[src/rtl/chm_pkg.sv]
// package: shared constants and types for the chained hash map engine
`timescale 1ns / 1ps
package chm_pkg;
  localparam int NUM_BUCKETS = 64;
  localparam int NUM_ENTRIES = 256;
  localparam int BKT_W = $clog2(NUM_BUCKETS);
  localparam int IDX_W = $clog2(NUM_ENTRIES);
  localparam int LNK_W = IDX_W + 1;
  localparam int KEY_W = 31;
  localparam int VAL_W = 32;
  localparam int CNT_W = 9;
  localparam int BC_W = 7;
  localparam logic [LNK_W-1:0] NIL_LINK = LNK_W'(NUM_ENTRIES);

  typedef enum logic [1:0] {
    CMD_INSERT = 2'd0,
    CMD_DELETE = 2'd1,
    CMD_UPDATE = 2'd2,
    CMD_SEARCH = 2'd3
  } cmd_t;

  typedef enum logic [2:0] {
    ST_OK        = 3'd0,
    ST_DUPLICATE = 3'd1,
    ST_INVALID   = 3'd2,
    ST_FULL      = 3'd3,
    ST_NOT_FOUND = 3'd4
  } status_t;

  // request from the controller to the modulo unit
  typedef struct packed {
    logic            start;
    logic [KEY_W-1:0] key;
    logic [BC_W-1:0]  bc;
  } mod_req_t;

  typedef struct packed {
    logic             done;
    logic [BKT_W-1:0] bucket;
  } mod_rsp_t;
endpackage

[src/rtl/chm_mod.sv]
// module: iterative key modulo bucket count, one quotient bit per cycle
`timescale 1ns / 1ps
module chm_mod (
  input  logic            clk,
  input  logic            rst_n,
  input  chm_pkg::mod_req_t req,
  output chm_pkg::mod_rsp_t rsp
);
  import chm_pkg::*;

  logic [KEY_W-1:0] key_r, key_nxt;
  logic [BC_W:0]    rem_r, rem_nxt;
  logic [BC_W-1:0]  div_r, div_nxt;
  logic [4:0]       cnt_r, cnt_nxt;
  logic             busy_r, busy_nxt;
  logic             done_r, done_nxt;
  logic [BC_W:0]    shifted;
  logic [BC_W-1:0]  bc_eff;

  always_comb begin
    bc_eff = req.bc;
    if (req.bc == '0) bc_eff = BC_W'(1);
    if (req.bc > BC_W'(NUM_BUCKETS)) bc_eff = BC_W'(NUM_BUCKETS);
  end

  always_comb begin
    key_nxt  = key_r;
    rem_nxt  = rem_r;
    div_nxt  = div_r;
    cnt_nxt  = cnt_r;
    busy_nxt = busy_r;
    done_nxt = 1'b0;
    shifted  = {rem_r[BC_W-1:0], key_r[KEY_W-1]};
    if (req.start) begin
      key_nxt  = req.key;
      rem_nxt  = '0;
      div_nxt  = bc_eff;
      cnt_nxt  = 5'(KEY_W - 1);
      busy_nxt = 1'b1;
    end else if (busy_r) begin
      // restoring step: remainder stays below the divisor
      if (shifted >= {1'b0, div_r}) rem_nxt = shifted - {1'b0, div_r};
      else rem_nxt = shifted;
      key_nxt = {key_r[KEY_W-2:0], 1'b0};
      cnt_nxt = cnt_r - 5'd1;
      if (cnt_r == '0) begin
        busy_nxt = 1'b0;
        done_nxt = 1'b1;
      end
    end
  end

  always_ff @(posedge clk) begin
    if (!rst_n) begin
      busy_r <= 1'b0;
      done_r <= 1'b0;
    end else begin
      busy_r <= busy_nxt;
      done_r <= done_nxt;
    end
    key_r <= key_nxt;
    rem_r <= rem_nxt;
    div_r <= div_nxt;
    cnt_r <= cnt_nxt;
  end

  assign rsp.done   = done_r;
  assign rsp.bucket = rem_r[BKT_W-1:0];
endmodule

[config.mk]
export PLATFORM = sky130hd
export DESIGN_NAME = chm_mod
export DESIGN_NICKNAME = d
export VERILOG_FILES = /design/src/rtl/chm_pkg.sv /design/src/rtl/chm_mod.sv
export SDC_FILE = /design/constraint.sdc
export NUM_CORES = 1
export LEC_CHECK = 0
export BUFFER_PORTS_ARGS = -buffer_cell sky130_fd_sc_hd__buf_2
export CAP_MARGIN = 25
export CORE_ASPECT_RATIO = 1.75
export CORE_UTILIZATION = 55
export DETAILED_ROUTE_END_ITERATION = 10
export PLACE_DENSITY_LB_ADDON = 0.3
export SYNTH_ARGS = -nofsm -noshare
export SYNTH_HDL_FRONTEND = slang
export SYNTH_SLANG_ARGS = --single-unit
[constraint.sdc]
create_clock -name clk -period 3 [get_ports clk]
set_input_delay 0.6 -clock clk [delete_from_list [all_inputs] [get_ports clk]]
set_output_delay 0.6 -clock clk [all_outputs]
set_load 0.05 [all_outputs]
### Yosys cells after proc, flatten, opt, wreduce, memory -nomap -nowiden

Cells that the tools add are included.
Widths: inputs -> output; s select.

* bits in registers: 52
* bits of input ports: 41
* output and inout port bits: 7
* logic and storage cells: 26

* add/sub/neg operators: 2
* magnitude comparators: 2
* mux-type cells: 8
* bitwise operators: 2
* reduce and logical (&&, ||, !) cells: 5

Operators with widths (number)
* $mux 31: 2
* $mux 7: 2
* $ge 8x7->1: 1
* $gt 7x7->1 const B: 1
* $logic_not 7->1: 1
* $sub 7x7->7: 1
* $logic_not 5->1: 1
* $sub 5x1->5 const B: 1
* $mux 1: 4
* $reduce_or 3->1: 1
* $not 1->1: 2
* $reduce_bool 2->1: 1
* $reduce_or 2->1: 1

### Depth between registers and ports, before layout

Gate-level depths: netlist (run 1).

* depth after elaboration: 4
* gate-level depth with buffers: 10
* mapped depth without buffers: 9

### Worst setup path after synthesis (run 1)

Ideal clock, no wire load.

* path type: register to register
* start point: reg key_r[30]
* end point: reg rem_r[0]
* library setup time: 79 ps
* arrival time: 2297 ps
* required time: 2921 ps
* path slack: 624 ps
* stages on the path, launching flop included: 11
* buffers on the path: 1
* clock period less this slack: 2376 ps
* cells stage by stage: edfxtp_1 inv_1 ha_1 inv_1 fa_1 a211oi_2 o211ai_1 a311o_1 buf_6 mux2_4 a211oi_2

* cells in the longest elaborated chain, start to end: 2
* elaborated cells on any way between the ends: 3
* those cells by class: add/sub (1); order compare (1); mux (1)

Ends and longest elaborated chain
* start: declaration: RTL line chm_mod.sv:11 `logic [KEY_W-1:0] key_r, key_nxt;`
* start signal: assignment: RTL line chm_mod.sv:61 `key_r <= key_nxt;`
* $sub 7x7->7 / $ge 8x7->1 (equally long branches): RTL line chm_mod.sv:42 `if (shifted >= {1'b0, div_r}) rem_nxt = shifted - {1'b0, div_r};`
* $mux 7 *: RTL line chm_mod.sv:42
* end signal: assignment: RTL line chm_mod.sv:62 `rem_r <= rem_nxt;`
* end: declaration: RTL line chm_mod.sv:12 `logic [BC_W:0] rem_r, rem_nxt;`

Mark *: on every way between the ends. The rest lies on a longest branch, timed or not.
A chain may end at the register's enable or synchronous reset.

### Final worst setup path (run 1)

Same ends and word-level chain as after synthesis.

==> summary.txt, run 1 <==
Status
  • Outcome: complete, no violations

Worst setup path
  • Crit path capture type: flip-flop
  • Worst stage delay on the critical path: approximately 0.48 ns
  • Critical Path Fanout Max: 9
  • R2R Path Start: key_r[30]$_DFFE_PP_
  • Worst reg-to-reg path cell count: 9
  • Reg-to-reg critical path endpoint: rem_r[0]$_SDFFE_PP0P_
  • WP data required: about 3.2 ns
  • R2r setup slk: between 0.4 and 0.5 ns
  • Startpoint types: flip-flop
  • Crit path DAT: 2.81 ns
  • Worst path cell trace: inv_1 -> ha_1 -> inv_1 -> fa_1 -> a211oi_2 -> o211ai_1 -> a311o_1 -> mux2_4 -> a211oi_2
  • Slowest-stage cell, CP: a311o_1
  • Setup CP Type: reg2reg

Routing
  • Routed vias: between 1500 and 2000
  • 1st-iter DRT viols: 22
  • Wirelength per Cell: 14.3 um
  • Vias per cell: around 5.4
  • DRT Pass-1 Iters: 4
  • DR DRC count: 0
  • Routed WL: around 4200 um
  • Post-route antenna net violation count: 0

Global routing
  • Tot GR Track Use: between 10% and 20%
  • Gr ovfl total: 0
  • Antenna violations before repair: 0
  • Largest net degree at the start of global routing: 32
  • Vias in the first global route: between 1500 and 2000
  • First-pass GRT wire length: 6600 um

Logic synthesis
  • Cells after Synth: roughly 200
  • Post-synth ARST share: 0%
  • Top post-synthesis cells by area: edfxtp_1, mux2_2, dfxtp_1
  • Mapped Area: around 2600 um2
  • Sequential area share after synthesis: 55.7%
  • Main flop type after synthesis: edfxtp_1
  • Cell taking the most area after synthesis: edfxtp_1
  • Synthesis Warnings: 0
  • Post-synth EDFFs: 38
  • Synth top area share: approximately 45%
  • Mapped Nets: around 250
  • Register bit total from synthesis: 52
  • Synth unique cells: 34
  • Avg Synthesized Cell Area: 12.7 um2

Hold path
  • Min-delay src: cnt_r[4]$_SDFFE_PP1P_
  • Hold Crit Depth: 2
  • Min-delay worst type: reg2reg
  • Endpoint, Worst Hold: cnt_r[4]$_SDFFE_PP1P_

Floorplanning
  • Initial Utilization: between 50% and 60%
  • I/O Pins: 48
  • Die footprint: between 4000 and 5000 um2
  • Die X: 53.5 um
  • Chip height: 92.1 um
  • FP Rows: 32
  • Core Area: 4440 um2

Clock network
  • Num Clock Sinks: 52
  • H-tree Lvls: 2
  • Hold-fix buffers, CTS: 0
  • CTS tree: done
  • Clock buffer depth: 2
  • Worst-path clk slew: roughly 0.10 ns
  • PostCTS Resize Cnt: 0
  • CTS Root Cell: clkbuf_8
  • Clock latency at the later pin of the worst-skew pair: between 0.3 and 0.4 ns
  • Clock buffer count from CTS: 5
  • Setup repair bufs after CTS: 0

Place
  • Cell total after placement: 287
  • Port Buffers: 47
  • Post-DP HPWL: between 3000 and 4000 um
  • Gpl congestion: slightly above 0.7
  • Dpl ws: 0.452 ns

Cells and area
  • Filler instances: roughly 370
  • Number of diodes: 0
  • Commonest non-fill, non-tap cell in the layout: buf_2
  • Share of post-route cells with drive strength above 1: a little under two fifths
  • Area delta synth->final: 13.6%
  • Non-Filler Instances: 295
  • Post-Route Utilization: between 60% and 70%
  • Final nets: a little under 300
  • Commonest cells after routing, fill and taps aside: buf_2, edfxtp_1, mux2_2

Timing
  • Tmin final: 2.58 ns
  • Max-slew headroom: 70.4%
  • Tcrit/Tclk final: approximately 86%
  • Clock skew: about 0.0041 ns
  • Final hold vios: 0
  • Measured slew at the worst slew-check pin: between 0.4 and 0.5 ns
  • Worst setup margin: 0.423 ns
  • Setup tns final: 0 ns
  • Max frequency: around 390 MHz
  • RSZ-0062 raised after global routing: false
  • Count of pins over their slew limit: 0
  • Final setup violation count: 0

Power and ir drop
  • Peak VDD IR: roughly 0.38 mV
  • Leakage: around 1.2 nW
  • Pwr Density: ~540 nW/um2

Run
  • Max_cap viols: 0
[cell usage after synthesis, types with 2 or more instances]
library cell and number:
mux2_2 30, a21oi_1 6, mux2i_1 4, o21ai_0 10, inv_1 12, xnor2_1 4, nor2_1 11, dfxtp_1 14
nor2b_1 7, xor2_1 4, buf_4 7, nor4b_1 2, ha_1 9, nor3_1 3, nand2_1 8, a211oi_2 2
edfxtp_1 38, nand2b_1 8, clkbuf_1 7
[layout make-up]
type / count / area [um2] / area share, %
sequential: 52 / 1420 / 49.0
clock buffer: 5 / 68.8 / 2.37
timing repair buffer: 50 / 258 / 8.89
clock inverter: 3 / 46.3 / 1.60
multi-input combinational: 122 / 997 / 34.4
inverter: 12 / 45.0 / 1.55
tap: 51 / 63.8 / 2.20
[cell families after synthesis]
| logic type | Yosys count | share of synthesized area, % |
|---|---|---|
| adder cells (fa/ha/maj) | 10 | 5.19 |
| flip-flops | 52 | 55.7 |
| XOR/XNOR | 8 | 2.74 |
| AO/OA/AOI/OAI | 25 | 6.47 |
| buffers and inverters | 27 | 5.29 |
| AND/OR/NAND/NOR | 44 | 9.26 |
| multiplexers | 35 | 15.4 |
[layer usage]
layer | vias to the layer above | share of wire, % | global-route usage [%]
li1 | 792 | - | -
met1 | 750 | 40 | 21.3
met2 | 32 | 54 | 33.0
met3 | 5 | 3.1 | 3.65
met4 | 0 | 1.9 | 8.55
met5 | - | 0 | 0
[flip-flops by register name, summed over array words and instances, names as in the netlist]
register	count
rem_r	7
busy_r	1
div_r	7
done_r	1
key_r	31
cnt_r	5
[worst max path at each step]
stage	startpoint	end	slack [ns]	depth (start not counted)
after detailed placement	key_r[30]$_DFFE_PP_	rem_r[0]$_SDFFE_PP0P_	0.45	9
after global placement	key_r[30]$_DFFE_PP_	rem_r[0]$_SDFFE_PP0P_	0.49	9
after global routing	key_r[30]$_DFFE_PP_	rem_r[0]$_SDFFE_PP0P_	0.26	9
after CTS	key_r[30]$_DFFE_PP_	rem_r[0]$_SDFFE_PP0P_	0.42	9
after floorplan	key_r[30]$_DFFE_PP_	rem_r[0]$_SDFFE_PP0P_	0.62	10
final	key_r[30]$_DFFE_PP_	rem_r[0]$_SDFFE_PP0P_	0.42	9
[worst max-delay path: cells and delay by family, from the launching register on]
kind | cells | cell delay [ns]
multiplexers | 1 | 0.36
flip-flops | 1 | 0.37
buffers and inverters | 2 | 0.13
AO/OA/AOI/OAI | 4 | 1.09
adder cells (fa/ha/maj) | 2 | 0.56
[power breakdown]
group	switching (mW)	leakage (nW)	internal [mW]
Clock	0.235	0.0548	0.251
Combinational	0.116	0.621	0.110
Sequential	0.0250	0.494	0.843
[metrics by stage]
stage | area, um2 | power, mW | hold slack (ns)
3_3_place_gp | 2790 | 1.11 | 0.480
3_5_place_dp | 2790 | 1.11 | 0.495
5_1_grt | 2900 | 1.64 | 0.530
2_1_floorplan | 2550 | 1.05 | 0.462
4_1_cts | 2900 | 1.60 | 0.520
6_report | 2900 | 1.58 | 0.519
Note: power is estimated with default switching activity, not from simulation.
==> run 2, diff against run 1 <==
--- a/config.mk
+++ b/config.mk
@@ -5,7 +5,7 @@
 export SDC_FILE = /design/constraint.sdc
 export NUM_CORES = 1
 export LEC_CHECK = 0
-export BUFFER_PORTS_ARGS = -buffer_cell sky130_fd_sc_hd__buf_2
+export BUFFER_PORTS_ARGS = -buffer_cell sky130_fd_sc_hd__clkbuf_2
 export CAP_MARGIN = 25
 export CORE_ASPECT_RATIO = 1.75
 export CORE_UTILIZATION = 55
==> summary.txt, run 2 (synthesis results as in run 1) <==
Routing
  • Vias per cell: ~5.4
  • DR DRC count: 0
  • 1st-iter DRT viols: 24
  • Post-route antenna net violation count: 0
  • DRT Pass-1 Iters: 4
  • Wirelength per Cell: around 14 um
  • Routed vias: roughly 1600
  • Routed WL: slightly above 4000 um

Cells and area
  • Share of post-route cells with drive strength above 1: around 37%
  • Number of diodes: 0
  • Final nets: 294
  • Commonest non-fill, non-tap cell in the layout: clkbuf_2
  • Cell area after layout: between 2000 and 3000 um2
  • Filler instances: about 370
  • Largest regs: key_r x31, div_r x7, rem_r x7
  • Commonest cells after routing, fill and taps aside: clkbuf_2, edfxtp_1, mux2_2
  • Area delta synth->final: 12.6%
  • Register bank with the most flops: key_r
  • Largest register FFs: 31

Worst setup path
  • Startpoint types: flip-flop
  • Worst path cell trace: inv_1 -> ha_1 -> inv_1 -> fa_1 -> a211oi_2 -> o211ai_1 -> a311o_1 -> mux2_4 -> a211oi_2
  • R2R Path Start: key_r[30]$_DFFE_PP_
  • Crit path DAT: between 2 and 3 ns
  • Setup CP Type: reg2reg
  • Worst stage delay on the critical path: around 0.48 ns
  • Reg-to-reg critical path endpoint: rem_r[0]$_SDFFE_PP0P_
  • Worst reg-to-reg path cell count: 9
  • Crit path capture type: flip-flop
  • Slowest-stage cell, CP: a311o_1
  • WP data required: ~3.2 ns
  • R2r setup slk: a little over 0.4 ns
  • Critical Path Fanout Max: 9

Clock network
  • PostCTS Resize Cnt: 0
  • CTS tree: done
  • Num Clock Sinks: between 50 and 60
  • Clock buffer count from CTS: 5
  • Setup repair bufs after CTS: 0
  • H-tree Lvls: 2
  • Worst-path clk slew: 0.09 ns
  • CTS Root Cell: clkbuf_8
  • Clock buffer depth: 2
  • Clock latency at the later pin of the worst-skew pair: roughly 0.30 ns
  • Hold-fix buffers, CTS: 0

Power and ir drop
  • Pwr Density: 517 nW/um2
  • Leakage: between 1 and 1.5 nW
  • Peak VDD IR: roughly 0.54 mV
  • Total power: roughly 1.5 mW

Floorplanning
  • FP Rows: 32
  • Chip height: ~90 um
  • Die footprint: 4930 um2
  • Initial Utilization: around 57%
  • I/O Pins: 48
  • Die X: approximately 54 um
  • Core Area: 4440 um2

Run
  • Max_cap viols: 0

Timing
  • Measured slew at the worst slew-check pin: 0.444 ns
  • Hold_ws: roughly 0.5 ns
  • Clock skew: ~0.010 ns
  • Count of pins over their slew limit: 0
  • Final setup violation count: 0
  • Tmin final: between 2 and 3 ns
  • Final hold vios: 0
  • RSZ-0062 raised after global routing: false
  • Tcrit/Tclk final: 86.2%
  • Worst setup margin: just over 0.4 ns
  • Max-slew headroom: 70.4%
  • Setup tns final: 0 ns
  • Max frequency: ~390 MHz

Hold path
  • Min-delay src: cnt_r[1]$_SDFFE_PP1P_
  • Min-delay worst type: reg2reg
  • Endpoint, Worst Hold: cnt_r[1]$_SDFFE_PP1P_
  • Hold Crit Depth: 2

Global routing
  • Gr ovfl total: 0
  • Tot GR Track Use: a little under a fifth
  • Antenna violations before repair: 0
  • Vias in the first global route: about 1600
  • First-pass GRT wire length: 6720 um
  • Largest net degree at the start of global routing: 32

Place
  • DP Area: roughly 2800 um2
  • Post-DP HPWL: approximately 3100 um
  • Gpl congestion: 0.728
  • Dpl ws: approximately 0.45 ns
  • Port Buffers: 47

Status
  • Outcome: complete, no violations
run 2: cell types whose count changed in the layout (fill, tap and decap cells not counted), sizes merged:
cell      delta
inv          -1
clkinvlp     -1
clkinv       +1
bufinv       -1
buf         -47
clkbuf      +49
run 2: final cells by class:
cell class	instances	area (um2)	share of cell area (%)
clock buffer	7	86.3	3.00
sequential	52	1420	49.4
clock inverter	1	3.75	0.131
tap	51	63.8	2.22
inverter	12	45.0	1.57
multi-input combinational	122	997	34.7
timing repair buffer	50	258	8.96
run 2: worst max path at each step:
stage	endpoint	cells past startpoint	startpoint
after floorplan	rem_r[0]$_SDFFE_PP0P_	10	key_r[30]$_DFFE_PP_
after global placement	rem_r[0]$_SDFFE_PP0P_	9	key_r[30]$_DFFE_PP_
after detailed placement	rem_r[0]$_SDFFE_PP0P_	9	key_r[30]$_DFFE_PP_
after CTS	rem_r[0]$_SDFFE_PP0P_	9	key_r[30]$_DFFE_PP_
after global routing	rem_r[0]$_SDFFE_PP0P_	9	key_r[30]$_DFFE_PP_
final	rem_r[0]$_SDFFE_PP0P_	9	key_r[30]$_DFFE_PP_
run 2: critical path, delay by kind of cell, from the launching register on:
family                     cells  cell delay, ns
buffers and inverters          2            0.13
AOI/OAI and AO/OA              4            1.08
adders and majority gates      2            0.57
muxes                          1            0.35
DFF                            1            0.36
run 2: power by group:
| group | leakage, nW | internal, mW | total, mW | switching, mW |
|---|---|---|---|---|
| registers | 0.494 | 0.843 | 0.868 | 0.0254 |
| logic | 0.624 | 0.110 | 0.225 | 0.115 |
| clock network | 0.0459 | 0.185 | 0.394 | 0.209 |
| total | 1.16 | 1.14 | 1.49 | 0.350 |
run 2: per-stage QoR:
stage | utilization, % | cells
6_report | 64.7 | 295
2_1_floorplan | - | 201
3_5_place_dp | 62.7 | 287
3_3_place_gp | 62.7 | 287
4_1_cts | 64.7 | 295
5_1_grt | 64.7 | 295
run 2: per-layer routing:
| metal | part of all wire (%) | GRT usage, % |
|---|---|---|
| met5 | 0 | 0 |
| met4 | 1.5 | 5.92 |
| met3 | 3.9 | 4.48 |
| met2 | 55 | 33.6 |
| met1 | 40 | 21.5 |
